$ cat src/sv/lcsc_pkg.sv
// ----------------------------------------------------------------------------
// lcsc_pkg: shared types and constants of the circle span clipper
// row limits, register indexes, queue entry type and classification codes
// ----------------------------------------------------------------------------
`timescale 1ns / 1ps
`default_nettype none
package lcsc_pkg;

  localparam int IDX_W      = 13;
  localparam int COORD_W    = 32;
  localparam int RLIM_W     = 31;
  localparam int RSQ_W      = 62;
  localparam int CFG_IDX_W  = 3;
  localparam int CFG_DATA_W = 62;
  // wide enough for start + 4096 * step
  localparam int ACC_W      = 47;
  localparam int QUEUE_DEPTH_DEF = 4;

  localparam logic [IDX_W-1:0] MAX_SAMPLES = 13'd4096;

  localparam logic [CFG_IDX_W-1:0] REG_SAMPLE_COUNT   = 3'd0;
  localparam logic [CFG_IDX_W-1:0] REG_STEP_X         = 3'd1;
  localparam logic [CFG_IDX_W-1:0] REG_STEP_Y         = 3'd2;
  localparam logic [CFG_IDX_W-1:0] REG_RADIUS_LIMIT   = 3'd3;
  localparam logic [CFG_IDX_W-1:0] REG_RADIUS_SQUARED = 3'd4;

  // row classes
  localparam logic [1:0] KIND_FULL  = 2'd0;
  localparam logic [1:0] KIND_EMPTY = 2'd1;
  localparam logic [1:0] KIND_SCAN  = 2'd2;

  typedef struct packed {
    logic signed [COORD_W-1:0] x0;
    logic signed [COORD_W-1:0] y0;
    logic [1:0]                kind;
  } entry_t;

  typedef struct packed {
    logic [IDX_W-1:0]         m;
    logic signed [COORD_W-1:0] sx;
    logic signed [COORD_W-1:0] sy;
    logic [RLIM_W-1:0]        rlim;
    logic [RSQ_W-1:0]         rsq;
  } cfg_t;

  function automatic logic [IDX_W-1:0] clamp_count(input logic [IDX_W-1:0] c);
    clamp_count = (c > MAX_SAMPLES) ? MAX_SAMPLES : c;
  endfunction

endpackage
`default_nettype wire

$ cat src/sv/lcsc_front.sv
// ----------------------------------------------------------------------------
// lcsc_front: row classifier
// end point products in one stage, quick test and class on the push
// ----------------------------------------------------------------------------
`timescale 1ns / 1ps
`default_nettype none
module lcsc_front (
  input  wire                              clk,
  input  wire                              rst_n,
  input  wire                              acc,
  input  wire signed [lcsc_pkg::COORD_W-1:0] x0,
  input  wire signed [lcsc_pkg::COORD_W-1:0] y0,
  input  wire lcsc_pkg::cfg_t              cfg,
  output logic                             push,
  output lcsc_pkg::entry_t                 push_data
);
  import lcsc_pkg::*;

  logic                       v1_r;
  logic signed [COORD_W-1:0]  x0_r, y0_r;
  logic signed [ACC_W-2:0]    px_r, py_r;
  logic [IDX_W-1:0]           m;
  logic signed [ACC_W-1:0]    xe, ye, xs, ys;
  logic [ACC_W-1:0]           axe, aye, axs, ays, lim;
  logic                       quick;

  assign m = clamp_count(cfg.m);

  always_ff @(posedge clk) begin
    if (!rst_n) begin
      v1_r <= 1'b0;
    end else begin
      v1_r <= acc;
    end
    if (acc) begin
      x0_r <= x0;
      y0_r <= y0;
      px_r <= (ACC_W-1)'($signed({1'b0, m})) * (ACC_W-1)'(cfg.sx);
      py_r <= (ACC_W-1)'($signed({1'b0, m})) * (ACC_W-1)'(cfg.sy);
    end
  end

  always_comb begin
    xs  = ACC_W'(x0_r);
    ys  = ACC_W'(y0_r);
    xe  = xs + ACC_W'(px_r);
    ye  = ys + ACC_W'(py_r);
    axe = xe[ACC_W-1] ? ACC_W'(-xe) : ACC_W'(xe);
    aye = ye[ACC_W-1] ? ACC_W'(-ye) : ACC_W'(ye);
    axs = xs[ACC_W-1] ? ACC_W'(-xs) : ACC_W'(xs);
    ays = ys[ACC_W-1] ? ACC_W'(-ys) : ACC_W'(ys);
    lim = ACC_W'(cfg.rlim);
    quick = (axs <= lim) && (axe <= lim) && (ays <= lim) && (aye <= lim);
    push_data.x0 = x0_r;
    push_data.y0 = y0_r;
    priority if (quick) begin
      push_data.kind = KIND_FULL;
    end else if ((cfg.sx == '0 && cfg.sy == '0) || m == '0) begin
      push_data.kind = KIND_EMPTY;
    end else begin
      push_data.kind = KIND_SCAN;
    end
  end

  assign push = v1_r;

endmodule
`default_nettype wire

$ cat config.mk
export PLATFORM = sky130hd
export DESIGN_NAME = lcsc_front
export DESIGN_NICKNAME = d
export VERILOG_FILES = /design/src/sv/lcsc_pkg.sv /design/src/sv/lcsc_front.sv
export SDC_FILE = /design/constraint.sdc
export NUM_CORES = 2
export LEC_CHECK = 0
export CAP_MARGIN = 10
export CORE_ASPECT_RATIO = 0.8
export CORE_UTILIZATION = 41
export DETAILED_ROUTE_END_ITERATION = 16
export DONT_BUFFER_PORTS = 1
export PLACE_DENSITY = 0.52
export SLEW_MARGIN = 20
export SYNTH_ARGS = -nofsm -noshare
export SYNTH_HDL_FRONTEND = slang
export SYNTH_SLANG_ARGS = --single-unit
$ cat constraint.sdc
create_clock -name clk -period 10 [get_ports clk]
set_clock_uncertainty 0.05 [all_clocks]
set_input_delay 0.5 -clock clk [delete_from_list [all_inputs] [get_ports clk]]
set_output_delay 0.5 -clock clk [all_outputs]
set_load 0.01 [all_outputs]
==> summary.md <==
| Metric | Value |
|---|---|
| Multi-input gate area | `37600 µm²` |
| Reg area | `4700 µm²` |
| Num ports | `304` |
| Total die area | `115000 µm²` |
| Most frequent cells in the layout | `inv_1, fa_1, nand2_1, and2_1, ha_1` |
| Crit path kind | `flop to output pin` |
| Dpl hpwl | `116000 µm` |
| Post-synth top area share | `0.326` |
| Final Max Tran Viols | `0` |
| Max Cap Violations | `0` |
| Post-Layout Inst Area | `48700 µm²` |
| Final-layout fill cell count | `11400` |
| Area Growth Syn to Fin | `4.57%` |
| First drt pass iteration count | `5` |
| Iter 0 DRT Violations | `2644` |
| Yosys cell types | `93` |
| Status | `finished, final reports clean` |
| Leak | `22.8 nW` |
| Average cell area after synthesis | `8.70 µm²` |
| CP bufs+invs | `2` |
| Yosys warns | `0` |
| CP Launch Type | `flop` |
| GR Util All Layers | `0.252` |
| Drt wl/cell | `21.3 µm` |
| Worst slack, placed | `936 ps` |
| Vias in the first global route | `36400` |
| Relative slew slack | `0.271` |
| Post-Place Cell Area | `48000 µm²` |
| Gate Count Post-Synth | `5347` |
| Predominant post-synthesis flop cell | `edfxtp_1` |
| Die Wd | `379 µm` |
| Req. time, crit path | `9450 ps` |
| Port Buf Inserts | `0` |
| Clk sinks | `157` |
| Seq/Total Area, Yosys | `0.101` |
| Critical path's largest stage delay | `590 ps` |
| Mapped Nets | `6774` |
| TNS Setup | `0 ps` |
| First-pass GRT wire length | `221000 µm` |
| Post-synth EDFFs | `156` |
| Worst path slowest cell | `edfxtp_1` |
| Via count | `36500` |
| Num CTS Buffers | `17` |
| Final Cycle Share | `0.942` |
| Crit path DAT | `8870 ps` |
| Ratio of cells with drive above 1 in the final layout | `0.0252` |
| Largest area contributor in the netlist | `fa_1` |
| Initial antenna violation count | `6` |
| Post-route ant nets | `0` |
| Clock Pin Slew Worst Setup and Hold Paths | `80 ps` |
| Pwr per Cell Area | `299 nW/µm²` |
| Placer Congestion | `0.923` |
| Die H | `303 µm` |
| Total routed wirelength | `143000 µm` |
| Row count | `110` |
| Max H-tree Level | `4` |
| Synth Cell Area | `46500 µm²` |
| CTS tree | `built` |
| CP top delay family | `simple AND/OR/NAND/NOR gates` |
| Largest net degree at the start of global routing | `158` |
| Crit Path Max Fanout | `7` |
| Synthesized flop and latch total | `157` |
| Crit path capture type | `output pin` |
| Via density | `5.43` |
| Ys async rst share | `0` |
| Final min period | `9420 ps` |
| Clock Tree Buf Depth | `2` |
| GRT Residual Overflow | `0` |
| Peak supply drop | `0.148 mV` |
| F_max | `106 MHz` |
| Worst path most repeated cell | `nor4_1` |
| Initial Util | `0.413` |
| Worst hold path class | `input port to flop` |
| Final Hold Fails | `0` |
| Worst Tran Pin Value | `1080 ps` |
| Nets@finish | `6615` |
| Drt drc | `0` |
| Area contributors post-synth | `fa_1, ha_1, edfxtp_1, inv_1, and2_1` |
| Final setup fails | `0` |
| PnR worst setup slack | `580 ps` |
| Commonest non-fill, non-tap cell in the layout | `inv_1` |
| Core Area | `113000 µm²` |
| Clk root buf | `clkbuf_16` |
[layout make-up]
class	instances	area share
Multi-Input combinational cell	4038	0.773
Sequential cell	157	0.0967
Inverter	925	0.0713
Tap cell	1512	0.0389
Clock buffer	17	0.00874
Timing Repair Buffer	49	0.00854
Clock inverter	15	0.00311
Antenna cell	1	0.0000514
[stage by stage]
stage,hold slack (ps),power (W),utilization,cells
floorplan,549,0.0106,-,5347
finish,32.8,0.0145,0.432,6714
CTS,0.0562,0.0145,0.432,6713
global route,2.77,0.0162,0.432,6713
global placement,549,0.0137,0.426,6672
detailed placement,549,0.0137,0.426,6672
[registers in the layout, summed over array words and instances, names as in the netlist]
signal	flops
push	1
px_r	46
py_r	46
x0_r	32
y0_r	32
[per-layer routing]
| layer | wire length (µm) | vias up | track usage |
|---|---|---|---|
| met5 | 0 | - | 0 |
| met4 | 2190 | 0 | 0.0468 |
| met3 | 9150 | 101 | 0.0322 |
| met2 | 58100 | 1106 | 0.363 |
| met1 | 73500 | 18200 | 0.398 |
| li1 | - | 17100 | - |
[path summary, 6_finish.rpt]
kind,startpoint,to,slack [ps],cells past startpoint
max,x0_r[0],push_data[0],580,29
min,y0[21],y0_r[21],30,0
[cell families (layout without fill, tap and decap cells)]
logic type | after synthesis | count (layout) | synth area share
muxes | 8 | 8 | 0.00175
adders and majority gates | 1190 | 1190 | 0.442
xor gates and xnor gates | 272 | 272 | 0.0512
DFF | 157 | 157 | 0.101
other | 0 | 1 | 0
buffers and inverters | 1152 | 1006 | 0.0932
and+or+nand+nor | 1672 | 1672 | 0.185
AOI/OAI and AO/OA | 896 | 896 | 0.125
[power breakdown]
part | internal, W | switching [W] | leakage, nW | total, W
logic | 0.00496 | 0.00734 | 21.0 | 0.0123
clock network | 0.000350 | 0.000337 | 0.282 | 0.000687
registers | 0.00129 | 0.000259 | 1.53 | 0.00155
total | 0.00659 | 0.00794 | 22.8 | 0.0145
[cell usage after synthesis, types with 9 or more instances]
cell type / instances
o211ai_1: 20
clkbuf_1: 221
a21o_1: 100
nand2_1: 558
xor2_1: 66
o21bai_1: 27
and3_1: 30
inv_1: 924
nor2_1: 169
fa_1: 758
nand4_1: 56
nor4_1: 45
a31oi_1: 25
o21a_1: 33
or2_2: 18
nand3_1: 66
a211oi_1: 43
nor3b_1: 9
a2111oi_0: 15
o2111ai_1: 9
o41ai_1: 17
or4_1: 17
and2_1: 496
edfxtp_1: 156
o31ai_1: 48
o21ai_0: 195
ha_1: 432
a211o_1: 11
or3_1: 31
nand2b_1: 31
nor2b_1: 39
xnor2_1: 206
a21oi_1: 250
nor3_1: 68
[what timing repair did]
action | CTS | global route
buffers inserted | 0 | 0
resized for setup | 0 | 3
endpoints found under the hold margin | 9 | 0
hold buffers | 9 | 0
endpoints found under the setup margin | 0 | 2
Note: power is estimated with default switching activity, not from simulation.
