## config.mk

```make
export PLATFORM = sky130hd
export DESIGN_NAME = lcsc_fifo
export DESIGN_NICKNAME = d
export VERILOG_FILES = /design/src/sv/lcsc_pkg.sv /design/src/sv/lcsc_fifo.sv
export SDC_FILE = /design/constraint.sdc
export NUM_CORES = 1
export LEC_CHECK = 0
export BUFFER_PORTS_ARGS = -buffer_cell sky130_fd_sc_hd__buf_4
export CORE_ASPECT_RATIO = 0.7
export CORE_MARGIN = 2
export CORE_UTILIZATION = 59
export CTS_BUF_LIST = sky130_fd_sc_hd__clkbuf_8
export CTS_CLUSTER_SIZE = 28
export DETAILED_ROUTE_END_ITERATION = 16
export GPL_ROUTABILITY_DRIVEN = 0
export GPL_TIMING_DRIVEN = 0
export PLACE_DENSITY = 0.78
export SYNTH_ARGS = -nofsm -noshare
export SYNTH_HDL_FRONTEND = slang
export SYNTH_SLANG_ARGS = --single-unit
```

## constraint.sdc

```tcl
create_clock -name clk -period 3 [get_ports clk]
set_input_delay 0.15 -clock clk [delete_from_list [all_inputs] [get_ports clk]]
set_output_delay 0.15 -clock clk [all_outputs]
set_load 0.02 [all_outputs]
```

## src/sv/lcsc_pkg.sv

```systemverilog
// ----------------------------------------------------------------------------
// lcsc_pkg: shared types and constants of the circle span clipper
// row limits, register indexes, queue entry type and classification codes
// ----------------------------------------------------------------------------
`timescale 1ns / 1ps
`default_nettype none
package lcsc_pkg;

  localparam int IDX_W      = 13;
  localparam int COORD_W    = 32;
  localparam int RLIM_W     = 31;
  localparam int RSQ_W      = 62;
  localparam int CFG_IDX_W  = 3;
  localparam int CFG_DATA_W = 62;
  // wide enough for start + 4096 * step
  localparam int ACC_W      = 47;
  localparam int QUEUE_DEPTH_DEF = 4;

  localparam logic [IDX_W-1:0] MAX_SAMPLES = 13'd4096;

  localparam logic [CFG_IDX_W-1:0] REG_SAMPLE_COUNT   = 3'd0;
  localparam logic [CFG_IDX_W-1:0] REG_STEP_X         = 3'd1;
  localparam logic [CFG_IDX_W-1:0] REG_STEP_Y         = 3'd2;
  localparam logic [CFG_IDX_W-1:0] REG_RADIUS_LIMIT   = 3'd3;
  localparam logic [CFG_IDX_W-1:0] REG_RADIUS_SQUARED = 3'd4;

  // row classes
  localparam logic [1:0] KIND_FULL  = 2'd0;
  localparam logic [1:0] KIND_EMPTY = 2'd1;
  localparam logic [1:0] KIND_SCAN  = 2'd2;

  typedef struct packed {
    logic signed [COORD_W-1:0] x0;
    logic signed [COORD_W-1:0] y0;
    logic [1:0]                kind;
  } entry_t;

  typedef struct packed {
    logic [IDX_W-1:0]         m;
    logic signed [COORD_W-1:0] sx;
    logic signed [COORD_W-1:0] sy;
    logic [RLIM_W-1:0]        rlim;
    logic [RSQ_W-1:0]         rsq;
  } cfg_t;

  function automatic logic [IDX_W-1:0] clamp_count(input logic [IDX_W-1:0] c);
    clamp_count = (c > MAX_SAMPLES) ? MAX_SAMPLES : c;
  endfunction

endpackage
`default_nettype wire

```

## src/sv/lcsc_fifo.sv

```systemverilog
// ----------------------------------------------------------------------------
// lcsc_fifo: short request queue
// decouples the classifier from the span scanner
// ----------------------------------------------------------------------------
`timescale 1ns / 1ps
`default_nettype none
module lcsc_fifo #(
  parameter int DEPTH = lcsc_pkg::QUEUE_DEPTH_DEF
) (
  input  wire                     clk,
  input  wire                     rst_n,
  input  wire                     push,
  input  wire lcsc_pkg::entry_t   push_data,
  input  wire                     pop,
  output lcsc_pkg::entry_t        head,
  output logic                    empty,
  output logic [$clog2(DEPTH+1)-1:0] count
);
  import lcsc_pkg::*;

  localparam int PW = (DEPTH > 1) ? $clog2(DEPTH) : 1;
  localparam int CW = $clog2(DEPTH+1);

  entry_t          mem_r [DEPTH];
  logic [PW-1:0]   wp_r, rp_r;
  logic [CW-1:0]   cnt_r;

  function automatic logic [PW-1:0] bump(input logic [PW-1:0] p);
    bump = (p == PW'(DEPTH-1)) ? '0 : PW'(p + 1'b1);
  endfunction

  always_ff @(posedge clk) begin
    if (!rst_n) begin
      wp_r  <= '0;
      rp_r  <= '0;
      cnt_r <= '0;
    end else begin
      if (push) wp_r <= bump(wp_r);
      if (pop)  rp_r <= bump(rp_r);
      cnt_r <= CW'(cnt_r + CW'(push) - CW'(pop));
    end
    if (push) mem_r[wp_r] <= push_data;
  end

  assign head  = mem_r[rp_r];
  assign empty = (cnt_r == '0);
  assign count = cnt_r;

endmodule
`default_nettype wire

```

==> impl_metrics.prom, run 1 <==
# TYPE chip_impl_metric gauge
chip_impl_info{name="status",value="finished, final reports clean"} 1
chip_impl_info{name="cells_along_the_critical_path",value="buf_6 > buf_6 > mux4_2 > buf_4"} 1
chip_impl_metric{name="synth_edf_count",unit=""} 264
chip_impl_metric{name="max_freq",unit="GHz"} 0.4606
chip_impl_metric{name="p_per_area",unit="nW/µm²"} 623.9
chip_impl_info{name="synth.area.top_cells",value="sky130_fd_sc_hd__edfxtp_1 (80%), sky130_fd_sc_hd__mux4_2 (15%), sky130_fd_sc_hd__dfxtp_1 (1.8%), sky130_fd_sc_hd__ha_1 (0.88%), sky130_fd_sc_hd__buf_6 (0.57%)"} 1
chip_impl_metric{name="die_x",unit="µm"} 159.3
chip_impl_metric{name="synth.yosys.warnings",unit=""} 0
chip_impl_metric{name="max_slew_headroom",unit="%"} 53.86
chip_impl_metric{name="layout_setup_ws",unit="ns"} 0.8291
chip_impl_metric{name="post-cts-setup-buffer-count",unit=""} 0
chip_impl_metric{name="total_power",unit="mW"} 7.949
chip_impl_metric{name="layout-area-overhead-vs-synth",unit="%"} 27.90
chip_impl_metric{name="timing.final.hold_violations",unit=""} 0
chip_impl_metric{name="setup_viol_count_final",unit=""} 0
chip_impl_info{name="clock_tree_from_tritoncts",value="done"} 1
chip_impl_metric{name="drt.antenna.violating_nets",unit=""} 0
chip_impl_info{name="rsz0062_at_grt",value="false"} 1
chip_impl_info{name="origin_of_the_worst_min_delay_path",value="push_data[51]"} 1
chip_impl_info{name="crit_path_most_repeated_cell",value="sky130_fd_sc_hd__buf_6"} 1
chip_impl_metric{name="floorplan.core_area",unit="µm²"} 16400
chip_impl_info{name="critical-path-top-delay-family",value="buffers and inverters"} 1
chip_impl_metric{name="worstPathArrival",unit="ns"} 2.02
chip_impl_info{name="critical_path.reg2reg.startpoint",value="wp_r[1]$_SDFFE_PN0P_"} 1
chip_impl_metric{name="slew_violations",unit=""} 0
chip_impl_metric{name="drt-vias-per-instance",unit=""} 5.374
chip_impl_metric{name="clock_sink_count",unit=""} 273
chip_impl_metric{name="grt_pass1_vias",unit=""} 5141
chip_impl_metric{name="postCtsHoldBufs",unit=""} 69
chip_impl_metric{name="place_hpwl",unit="mm"} 10.45
chip_impl_metric{name="die_y",unit="µm"} 112.7
chip_impl_metric{name="wirelength",unit="mm"} 18.07
chip_impl_metric{name="avgSynthCellArea",unit="µm²"} 25.81
chip_impl_metric{name="grt_start_max_net_pins",unit=""} 41
chip_impl_metric{name="syn-cell-area",unit="µm²"} 9962
chip_impl_metric{name="antennaDiodeCount",unit=""} 0
chip_impl_metric{name="period_needed",unit="ns"} 2.171
chip_impl_metric{name="synth_nets",unit=""} 464
chip_impl_metric{name="clkTransAtPathRegs",unit="ns"} 0.06
chip_impl_info{name="critical_path.startpoint_type",value="flip-flop"} 1
chip_impl_metric{name="num_vias",unit=""} 4783
chip_impl_metric{name="timing.max_cap.violations",unit=""} 0
chip_impl_metric{name="critPathRequiredTime",unit="ns"} 2.85
chip_impl_info{name="root_buffer_master",value="sky130_fd_sc_hd__clkbuf_8"} 1
chip_impl_metric{name="die-area",unit="µm²"} 17960
chip_impl_metric{name="cp_slowest_stage_delay",unit="ns"} 0.54
chip_impl_metric{name="site_row_count",unit=""} 39
chip_impl_metric{name="final_min_period_over_clock_period",unit="%"} 72.36
chip_impl_metric{name="wl_per_cell",unit="µm"} 20.30
chip_impl_info{name="yosys.area.top_type",value="sky130_fd_sc_hd__edfxtp_1"} 1
chip_impl_info{name="synthMostInstantiatedCell",value="sky130_fd_sc_hd__edfxtp_1"} 1
chip_impl_metric{name="syn_inst",unit=""} 386
chip_impl_info{name="synthTopCellsByCount",value="sky130_fd_sc_hd__edfxtp_1 (264), sky130_fd_sc_hd__mux4_2 (66), sky130_fd_sc_hd__dfxtp_1 (9)"} 1
chip_impl_metric{name="io_buffers",unit=""} 139
chip_impl_metric{name="worst_slew_pin_slew",unit="ns"} 0.6921
chip_impl_metric{name="resized_cells_post_cts",unit=""} 0
chip_impl_metric{name="clock_latency",unit="ns"} 0.50
chip_impl_metric{name="antenna_found_initial",unit=""} 0
chip_impl_metric{name="layout.nets",unit=""} 718
chip_impl_metric{name="crit_buf_inv",unit=""} 3
chip_impl_metric{name="cp_max_fo",unit=""} 10
chip_impl_metric{name="max-clock-path-buffers",unit=""} 3
chip_impl_metric{name="finClkSkew",unit="ns"} 0.01366
chip_impl_metric{name="number_of_detailed_route_iterations_in_the_first_pass",unit=""} 7
chip_impl_info{name="crit_path_end_kind",value="output pin"} 1
chip_impl_metric{name="drive_above_1_share",unit="%"} 40.75
chip_impl_metric{name="synth_sequential_area_ratio",unit="%"} 81.39
chip_impl_metric{name="grt_first_pass_wirelength",unit="mm"} 28.08
chip_impl_metric{name="p_leak",unit="nW"} 4.463
chip_impl_metric{name="cts_inserted_buffers",unit=""} 40
chip_impl_metric{name="global_route.usage.total",unit="%"} 20.55
chip_impl_info{name="ys_dominant_reg_cell",value="sky130_fd_sc_hd__edfxtp_1"} 1
chip_impl_metric{name="vdd_drop_max",unit="µV"} 435.0
chip_impl_metric{name="residual_overflow_from_global_routing",unit=""} 0
chip_impl_metric{name="post_synth_cell_types",unit=""} 18
chip_impl_metric{name="start_util",unit="%"} 60.76
chip_impl_metric{name="synth_async_sr_flop_share",unit="%"} 0
chip_impl_info{name="worstSetupPathType",value="reg -> out"} 1
chip_impl_metric{name="synth.top_cell.area_share",unit="%"} 79.58
chip_impl_info{name="timing.hold.worst.class",value="in -> reg"} 1
chip_impl_metric{name="remaining_drc_errors",unit=""} 0
chip_impl_metric{name="htree_num_levels",unit=""} 2
chip_impl_metric{name="drt_iter0_drc",unit=""} 359
chip_impl_info{name="crit_slowest_cell",value="sky130_fd_sc_hd__mux4_2"} 1
chip_impl_metric{name="post-route-util",unit="%"} 77.71
chip_impl_metric{name="post-place-ws",unit="ns"} 1.267
chip_impl_metric{name="synth.ff_latch_count",unit=""} 273
chip_impl_metric{name="boundaryPins",unit=""} 140
[worst register-to-register path: stages, from the launching register on]
cell and delay, ns:
sky130_fd_sc_hd__dfxtp_1 0.34, sky130_fd_sc_hd__inv_1 0.10, sky130_fd_sc_hd__ha_1 0.15, sky130_fd_sc_hd__and2_4 0.49, sky130_fd_sc_hd__buf_12 0.30
[registers in the layout, indices dropped and copies added (netlist names), named ones only]
| name | cells |
|---|---|
| count | 3 |
| mem_r | 264 |
| rp_r | 2 |
| wp_r | 2 |
[logic make-up after synthesis]
| logic type | Yosys count | synth area share [%] |
|---|---|---|
| adders and majority gates | 8 | 1.080 |
| DFF | 273 | 81.39 |
| muxes | 68 | 15.12 |
| AOI/OAI and AO/OA | 2 | 0.1005 |
| buffers and inverters | 20 | 1.268 |
| and+or+nand+nor | 14 | 0.8163 |
| xor gates and xnor gates | 1 | 0.2261 |
[worst paths after layout]
check / to / slack [ns] / depth (start not counted)
setup / recovery: head[41] / 0.83 / 4
hold reg to reg: flip-flop / 0.54 / 2
hold / removal: mem_r[1][51]$_DFFE_PP_ / 0.39 / 2
setup reg to reg: mem_r[1][36]$_DFFE_PP_ / 1.28 / 4
[per-stage QoR]
stage	cells	instance area [µm²]	hold slack (ns)	TNS, ns
2_1_floorplan	386	9962	0.2489	0
3_5_place_dp	754	11380	0.3529	0
3_3_place_gp	750	11290	0.3478	-166.40
6_report	890	12740	0.3925	0
5_1_grt	890	12740	0.3726	0
4_1_cts	890	12740	0.3623	0
[where the power goes]
group / total (mW) / internal (mW) / switching (mW)
combinational: 1.04 / 0.516 / 0.519
sequential: 4.40 / 4.35 / 0.0494
clock: 2.51 / 1.26 / 1.25
total: 7.95 / 6.13 / 1.82
[cell usage in the layout, fill, tap and decap left out, types with 3 or more instances in the layout]
cell type / instances
sky130_fd_sc_hd__edfxtp_1: 264
sky130_fd_sc_hd__buf_4: 141
sky130_fd_sc_hd__dlygate4sd3_1: 69
sky130_fd_sc_hd__mux4_2: 66
sky130_fd_sc_hd__clkbuf_8: 41
sky130_fd_sc_hd__inv_1: 19
sky130_fd_sc_hd__clkinv_1: 10
sky130_fd_sc_hd__dfxtp_1: 9
sky130_fd_sc_hd__ha_1: 7
sky130_fd_sc_hd__buf_6: 5
sky130_fd_sc_hd__buf_2: 5
sky130_fd_sc_hd__and2_4: 4
sky130_fd_sc_hd__nor2_1: 4
sky130_fd_sc_hd__clkinv_2: 3
sky130_fd_sc_hd__buf_12: 3
[layout make-up]
| class | instances | area [µm²] |
|---|---|---|
| Clock inverter | 26 | 101.3 |
| Timing Repair Buffer | 212 | 1822 |
| Tap cell | 225 | 281.5 |
| Inverter | 6 | 22.52 |
| Clock buffer | 41 | 564.3 |
| Fill cell | 863 | 3655 |
| Buffer | 14 | 103.9 |
| Multi-Input combinational cell | 93 | 1738 |
| Sequential cell | 273 | 8108 |
[routing by layer]
layer  part of all wire [%]  track usage (%)
met1                     43            28.11
met2                     50            34.09
met3                    6.3            5.718
met4                   0.86            4.667
met5                      0                0
(Power assumes the default switching activity.)
==> inputs of run 2 (changes only) <==
==> constraint.sdc (replaced) <==
create_clock -name clk -period 2.1 [get_ports clk]
set_input_delay 0.105 -clock clk [delete_from_list [all_inputs] [get_ports clk]]
set_output_delay 0.105 -clock clk [all_outputs]
set_load 0.02 [all_outputs]
==> impl_metrics.prom, run 2 (synthesis gave the netlist of run 1 again) <==
# TYPE chip_impl_metric gauge
chip_impl_metric{name="layout.nets",unit=""} 717
chip_impl_info{name="globalRoute.busiestLayer",value="met2"} 1
chip_impl_metric{name="worstPathArrival",unit="ns"} 1.93
chip_impl_metric{name="antenna_found_initial",unit=""} 0
chip_impl_metric{name="p_leak",unit="nW"} 4.483
chip_impl_metric{name="io_buffers",unit=""} 139
chip_impl_metric{name="drive_above_1_share",unit="%"} 41.05
chip_impl_metric{name="layout_setup_ws",unit="ns"} 0.06836
chip_impl_info{name="critical_path.startpoint_type",value="flip-flop"} 1
chip_impl_metric{name="clkTransAtPathRegs",unit="ns"} 0.06
chip_impl_metric{name="clock_sink_count",unit=""} 273
chip_impl_metric{name="stdcell_count",unit=""} 891
chip_impl_info{name="crit_slowest_cell",value="sky130_fd_sc_hd__mux4_2"} 1
chip_impl_metric{name="floorplan.core_area",unit="µm²"} 16400
chip_impl_metric{name="final_min_period_over_clock_period",unit="%"} 96.74
chip_impl_info{name="clock_tree_from_tritoncts",value="done"} 1
chip_impl_metric{name="critPathRequiredTime",unit="ns"} 2.00
chip_impl_info{name="status",value="finished, final reports clean"} 1
chip_impl_metric{name="site_row_count",unit=""} 39
chip_impl_metric{name="layout-area-overhead-vs-synth",unit="%"} 28.44
chip_impl_metric{name="htree_num_levels",unit=""} 2
chip_impl_metric{name="place_hpwl",unit="mm"} 10.36
chip_impl_info{name="worstSetupPathType",value="reg -> out"} 1
chip_impl_metric{name="drt_iter0_drc",unit=""} 295
chip_impl_metric{name="drt-vias-per-instance",unit=""} 5.380
chip_impl_metric{name="crit_buf_inv",unit=""} 3
chip_impl_metric{name="grt_first_pass_wirelength",unit="mm"} 27.87
chip_impl_metric{name="wirelength",unit="mm"} 17.92
chip_impl_metric{name="clock_latency",unit="ns"} 0.50
chip_impl_metric{name="fin_setup_tns",unit="ns"} 0
chip_impl_metric{name="timing.final.hold_violations",unit=""} 0
chip_impl_info{name="cells_along_the_critical_path",value="buf_12 > buf_8 > mux4_2 > buf_4"} 1
chip_impl_info{name="max_flop_register",value="mem_r"} 1
chip_impl_metric{name="power_frac_seq",unit="%"} 55.7
chip_impl_metric{name="grt_start_max_net_pins",unit=""} 46
chip_impl_metric{name="start_util",unit="%"} 60.76
chip_impl_metric{name="cts_inserted_buffers",unit=""} 39
chip_impl_metric{name="p_int",unit="mW"} 8.699
chip_impl_metric{name="die-area",unit="µm²"} 17960
chip_impl_metric{name="power.switching_fraction",unit="%"} 22.93
chip_impl_metric{name="max_freq",unit="GHz"} 0.4922
chip_impl_metric{name="largest_register_ff_count",unit=""} 264
chip_impl_metric{name="global_route.usage.total",unit="%"} 20.38
chip_impl_metric{name="total_power",unit="mW"} 11.29
chip_impl_metric{name="grt_use_met2",unit="%"} 33.86
chip_impl_info{name="rsz0062_at_grt",value="true"} 1
chip_impl_metric{name="boundaryPins",unit=""} 140
chip_impl_metric{name="finClkSkew",unit="ns"} 0.01134
chip_impl_metric{name="period_needed",unit="ns"} 2.032
chip_impl_metric{name="num_vias",unit=""} 4794
chip_impl_metric{name="max_slew_headroom",unit="%"} 73.14
chip_impl_info{name="most_frequent_cells_in_the_layout",value="sky130_fd_sc_hd__edfxtp_1 (264), sky130_fd_sc_hd__buf_4 (145), sky130_fd_sc_hd__dlygate4sd3_1 (69), sky130_fd_sc_hd__mux4_2 (66), sky130_fd_sc_hd__clkbuf_8 (39)"} 1
chip_impl_info{name="root_buffer_master",value="sky130_fd_sc_hd__clkbuf_8"} 1
chip_impl_metric{name="max-clock-path-buffers",unit=""} 3
chip_impl_metric{name="power_frac_comb",unit="%"} 13.2
chip_impl_metric{name="grt_pass1_vias",unit=""} 5280
chip_impl_metric{name="p_per_area",unit="nW/µm²"} 882.1
chip_impl_metric{name="die_x",unit="µm"} 159.3
chip_impl_metric{name="number_of_detailed_route_iterations_in_the_first_pass",unit=""} 4
chip_impl_metric{name="vdd_drop_max",unit="µV"} 662.4
chip_impl_info{name="critical-path-top-delay-family",value="multiplexers"} 1
chip_impl_metric{name="final.fill_count",unit=""} 872
chip_impl_metric{name="finalInstanceArea",unit="µm²"} 12790
chip_impl_metric{name="net_switching",unit="mW"} 2.588
chip_impl_metric{name="use_met3",unit="%"} 5.425
chip_impl_metric{name="power_frac_clock",unit="%"} 31.1
chip_impl_info{name="timing.hold.worst.class",value="in -> reg"} 1
chip_impl_metric{name="grt.met1_usage",unit="%"} 27.88
chip_impl_metric{name="slew_violations",unit=""} 0
chip_impl_metric{name="cp_max_fo",unit=""} 10
chip_impl_metric{name="remaining_drc_errors",unit=""} 0
chip_impl_metric{name="wl_per_cell",unit="µm"} 20.11
chip_impl_info{name="crit_path_end_kind",value="output pin"} 1
chip_impl_info{name="layout_commonest_cell",value="sky130_fd_sc_hd__edfxtp_1"} 1
chip_impl_metric{name="cp_slowest_stage_delay",unit="ns"} 0.54
chip_impl_metric{name="dpl_cell_area",unit="µm²"} 11410
chip_impl_metric{name="numPlacedInstances",unit=""} 754
chip_impl_metric{name="residual_overflow_from_global_routing",unit=""} 0
chip_impl_metric{name="timing.max_cap.violations",unit=""} 0
chip_impl_metric{name="die_y",unit="µm"} 112.7
chip_impl_metric{name="post-place-ws",unit="ns"} 0.4149
chip_impl_metric{name="drt.antenna.violating_nets",unit=""} 0
chip_impl_metric{name="worst_slew_pin_slew",unit="ns"} 0.4029
chip_impl_metric{name="setup_viol_count_final",unit=""} 0
[run 2: cell types whose count changed in the layout (fill, tap and decap cells not counted), moves of 3 or more]
cell,previous run,this run
sky130_fd_sc_hd__buf_2,5,0
sky130_fd_sc_hd__buf_6,5,0
sky130_fd_sc_hd__buf_4,141,145
sky130_fd_sc_hd__buf_16,1,4
sky130_fd_sc_hd__buf_8,0,3
[run 2: worst register-to-register path: stages (launching register included)]
cell	delay, ns
sky130_fd_sc_hd__dfxtp_1	0.36
sky130_fd_sc_hd__inv_1	0.06
sky130_fd_sc_hd__ha_1	0.27
sky130_fd_sc_hd__inv_1	0.06
sky130_fd_sc_hd__ha_1	0.14
sky130_fd_sc_hd__inv_1	0.05
sky130_fd_sc_hd__fa_1	0.37
sky130_fd_sc_hd__xnor3_1	0.21
sky130_fd_sc_hd__nor2_1	0.04
[run 2: path summary, 6_finish.rpt]
| path | from | to | slack (ns) | cells after the start |
|---|---|---|---|---|
| min reg2reg | rp_r[0]$_SDFFE_PN0P_ | flip-flop | 0.50 | 2 |
| max reg2reg | count[0]$_SDFF_PN0_ | count[2]$_SDFF_PN0_ | 0.43 | 8 |
| min | push_data[43] | mem_r[2][43]$_DFFE_PP_ | 0.35 | 2 |
| max | flip-flop | head[20] | 0.07 | 4 |
[run 2: layer usage]
layer,vias to the layer above,wire length (µm)
met1,2448,7674
li1,2152,-
met3,20,1213
met5,-,0
met2,174,8841
met4,0,189
[run 2: area by class of cell]
type | count | area (µm²) | share of cell area, %
clock buffers | 39 | 536.8 | 4.195
inverters | 6 | 22.52 | 0.1760
plain buffers | 14 | 147.6 | 1.154
flip-flops and latches | 273 | 8109 | 63.38
well taps | 225 | 281.5 | 2.200
clock inverters | 28 | 112.6 | 0.8801
repair buffers | 212 | 1844 | 14.41
multi-input cells | 93 | 1738 | 13.58
diodes | 1 | 2.502 | 0.01956
[run 2: metrics by stage]
| step | hold WS (ns) | util [%] |
|---|---|---|
| 5_1_grt | 0.3271 | 78.02 |
| 3_5_place_dp | 0.3079 | 69.57 |
| 4_1_cts | 0.3236 | 77.97 |
| 6_report | 0.3496 | 78.04 |
| 2_1_floorplan | 0.2039 | - |
| 3_3_place_gp | 0.3033 | 68.87 |
[run 2: what timing repair did]
action | 4_1_cts | 5_1_grt
gates resized for setup | 12 | 4
hold buffers | 69 | 0
setup endpoints to repair | 44 | 26
pin swaps | 0 | 0
hold endpoints to repair | 273 | 0
buffers inserted | 0 | 0
[run 2: power groups by stage]
| stage | registers (mW) | logic, mW | clock network (mW) |
|---|---|---|---|
| 6_report | 6.29 | 1.49 | 3.51 |
| 5_1_grt | 6.30 | 1.59 | 3.83 |
| 4_1_cts | 6.29 | 1.50 | 3.59 |
| 3_5_place_dp | 6.40 | 1.38 | 0 |
| 3_3_place_gp | 6.39 | 1.32 | 0 |
| 2_1_floorplan | 6.41 | 0.753 | 0 |
==> inputs of run 3 (changes only) <==
==> constraint.sdc (replaced) <==
create_clock -name clk -period 1.9 [get_ports clk]
set_input_delay 0.095 -clock clk [delete_from_list [all_inputs] [get_ports clk]]
set_output_delay 0.095 -clock clk [all_outputs]
set_load 0.02 [all_outputs]
==> impl_metrics.prom, run 3 (synthesis gave the netlist of run 1 again) <==
# TYPE chip_impl_metric gauge
chip_impl_metric{name="wl_per_cell",unit="µm"} 20.64
chip_impl_metric{name="vdd_drop_max",unit="µV"} 728.2
chip_impl_info{name="crit_slowest_cell",value="sky130_fd_sc_hd__mux4_2"} 1
chip_impl_info{name="most_frequent_cells_in_the_layout",value="sky130_fd_sc_hd__edfxtp_1 (264), sky130_fd_sc_hd__buf_4 (103), sky130_fd_sc_hd__dlygate4sd3_1 (70), sky130_fd_sc_hd__mux4_2 (66), sky130_fd_sc_hd__buf_6 (47)"} 1
chip_impl_metric{name="grt_first_pass_wirelength",unit="mm"} 28.64
chip_impl_metric{name="power.switching_fraction",unit="%"} 22.95
chip_impl_metric{name="antenna_found_initial",unit=""} 0
chip_impl_metric{name="p_int",unit="mW"} 9.712
chip_impl_metric{name="htree_num_levels",unit=""} 2
chip_impl_metric{name="critPathRequiredTime",unit="ns"} 1.80
chip_impl_metric{name="layout-area-overhead-vs-synth",unit="%"} 30.76
chip_impl_info{name="critical_path.startpoint_type",value="flip-flop"} 1
chip_impl_metric{name="timing.final.hold_violations",unit=""} 0
chip_impl_metric{name="clock_latency",unit="ns"} 0.49
chip_impl_info{name="rsz0062_at_grt",value="true"} 1
chip_impl_metric{name="global_route.usage.total",unit="%"} 21.04
chip_impl_info{name="root_buffer_master",value="sky130_fd_sc_hd__clkbuf_8"} 1
chip_impl_metric{name="multi_input_comb_area",unit="µm²"} 1738
chip_impl_metric{name="p_leak",unit="nW"} 4.572
chip_impl_metric{name="remaining_drc_errors",unit=""} 0
chip_impl_metric{name="period_needed",unit="ns"} 1.973
chip_impl_metric{name="grt_start_max_net_pins",unit=""} 46
chip_impl_metric{name="clkTransAtPathRegs",unit="ns"} 0.06
chip_impl_metric{name="layout.nets",unit=""} 722
chip_impl_info{name="origin_of_the_worst_min_delay_path",value="push_data[40]"} 1
chip_impl_metric{name="place_hpwl",unit="mm"} 10.36
chip_impl_metric{name="timing.max_cap.violations",unit=""} 0
chip_impl_metric{name="power_frac_clock",unit="%"} 30.7
chip_impl_info{name="layout_commonest_cell",value="sky130_fd_sc_hd__edfxtp_1"} 1
chip_impl_metric{name="total_power",unit="mW"} 12.60
chip_impl_metric{name="layout_setup_ws",unit="ns"} -0.07308
chip_impl_metric{name="crit_buf_inv",unit=""} 3
chip_impl_metric{name="power_frac_seq",unit="%"} 55.2
chip_impl_metric{name="max-clock-path-buffers",unit=""} 3
chip_impl_metric{name="floorplan.core_area",unit="µm²"} 16400
chip_impl_metric{name="num_vias",unit=""} 4901
chip_impl_metric{name="slew_violations",unit=""} 0
chip_impl_metric{name="start_util",unit="%"} 60.76
chip_impl_metric{name="io_buffers",unit=""} 139
chip_impl_metric{name="largest_register_ff_count",unit=""} 264
chip_impl_metric{name="power_frac_comb",unit="%"} 14.1
chip_impl_metric{name="final_min_period_over_clock_period",unit="%"} 103.8
chip_impl_metric{name="max_freq",unit="GHz"} 0.5068
chip_impl_info{name="critical_path.reg2reg.startpoint",value="count[0]$_SDFF_PN0_"} 1
chip_impl_metric{name="grt_pass1_vias",unit=""} 5397
chip_impl_metric{name="die-area",unit="µm²"} 17960
chip_impl_metric{name="residual_overflow_from_global_routing",unit=""} 0
chip_impl_metric{name="finClkSkew",unit="ns"} 0.01012
chip_impl_metric{name="final.fill_count",unit=""} 830
chip_impl_metric{name="area.sequential",unit="µm²"} 8112
chip_impl_info{name="cells_along_the_critical_path",value="buf_12 > buf_12 > mux4_2 > buf_6"} 1
chip_impl_info{name="crit_path_most_repeated_cell",value="sky130_fd_sc_hd__buf_12"} 1
chip_impl_metric{name="p_per_area",unit="nW/µm²"} 967.6
chip_impl_metric{name="finalInstanceArea",unit="µm²"} 13030
chip_impl_info{name="violations",value="negative setup slack"} 1
chip_impl_metric{name="drt_iter0_drc",unit=""} 246
chip_impl_metric{name="site_row_count",unit=""} 39
chip_impl_metric{name="fin_setup_tns",unit="ns"} -1.846
chip_impl_metric{name="drt-vias-per-instance",unit=""} 5.476
chip_impl_info{name="crit_path_end_kind",value="output pin"} 1
chip_impl_metric{name="boundaryPins",unit=""} 140
chip_impl_metric{name="setup_viol_count_final",unit=""} 51
chip_impl_metric{name="antennaDiodeCount",unit=""} 0
chip_impl_info{name="critical-path-top-delay-family",value="multiplexers"} 1
chip_impl_metric{name="max_slew_headroom",unit="%"} 73.88
chip_impl_metric{name="worstPathArrival",unit="ns"} 1.88
chip_impl_info{name="clock_tree_from_tritoncts",value="done"} 1
chip_impl_metric{name="cts_inserted_buffers",unit=""} 39
chip_impl_metric{name="die_y",unit="µm"} 112.7
chip_impl_info{name="max_flop_register",value="mem_r"} 1
chip_impl_info{name="worstSetupPathType",value="reg -> out"} 1
chip_impl_metric{name="net_switching",unit="mW"} 2.893
chip_impl_metric{name="post-route-util",unit="%"} 79.45
chip_impl_metric{name="worst_slew_pin_slew",unit="ns"} 0.3918
chip_impl_metric{name="clock_sink_count",unit=""} 273
chip_impl_metric{name="drive_above_1_share",unit="%"} 41.34
chip_impl_info{name="timing.hold.worst.class",value="in -> reg"} 1
chip_impl_metric{name="wirelength",unit="mm"} 18.47
chip_impl_metric{name="cp_slowest_stage_delay",unit="ns"} 0.55
chip_impl_metric{name="die_x",unit="µm"} 159.3
chip_impl_metric{name="cp_max_fo",unit=""} 10
chip_impl_info{name="status",value="finished with violations"} 1
chip_impl_metric{name="dpl_cell_area",unit="µm²"} 11410
chip_impl_metric{name="number_of_detailed_route_iterations_in_the_first_pass",unit=""} 5
chip_impl_metric{name="drt.antenna.violating_nets",unit=""} 0
chip_impl_metric{name="holdWs",unit="ns"} 0.3470
run 3: final cells by class:
class                      count  share of cell area [%]
inverter                       6                  0.1729
buffer                        14                   1.278
tap                          225                   2.161
sequential                   273                   62.27
timing repair buffer         217                   15.79
multi-input combinational     93                   13.34
clock inverter                28                  0.8645
clock buffer                  39                   4.121
run 3: timing repair:
action,in CTS,in global routing
gates resized for setup,64,2
endpoints found under the setup margin,66,65
cloned,0,0
hold buffers,70,0
buffers inserted,3,1
hold endpoints to repair,273,0
run 3: through the flow:
| stage | std cells | setup WS (ns) |
|---|---|---|
| finish | 895 | -0.07308 |
| global route | 895 | -0.1444 |
| CTS | 894 | -0.1059 |
| detailed placement | 754 | 0.2149 |
| global placement | 750 | -0.4763 |
| floorplan | 386 | 0.09959 |
run 3: path summary, 6_finish.rpt:
| kind | end | slack (ns) | cells past startpoint |
|---|---|---|---|
| worst max-delay path | head[39] | -0.07 | 4 |
| worst min-delay path | mem_r[0][40]$_DFFE_PP_ | 0.35 | 2 |
| worst max register to register | count[0]$_SDFF_PN0_ | 0.12 | 6 |
| worst min register to register | flip-flop | 0.50 | 2 |
run 3: layer usage:
layer / track usage, % / wire length (µm)
met1: 27.66 / 7371
met5: 0 / 0
met3: 5.645 / 1468
met2: 35.86 / 9409
met4: 5.636 / 225
run 3: power groups by stage:
stage	Combinational (mW)	Clock [mW]	Sequential [mW]
after floorplan	0.832	0	7.08
after global placement	1.46	0	7.07
after detailed placement	1.53	0	7.08
after CTS	1.78	3.97	6.95
after global routing	1.88	4.23	6.97
final	1.77	3.88	6.95
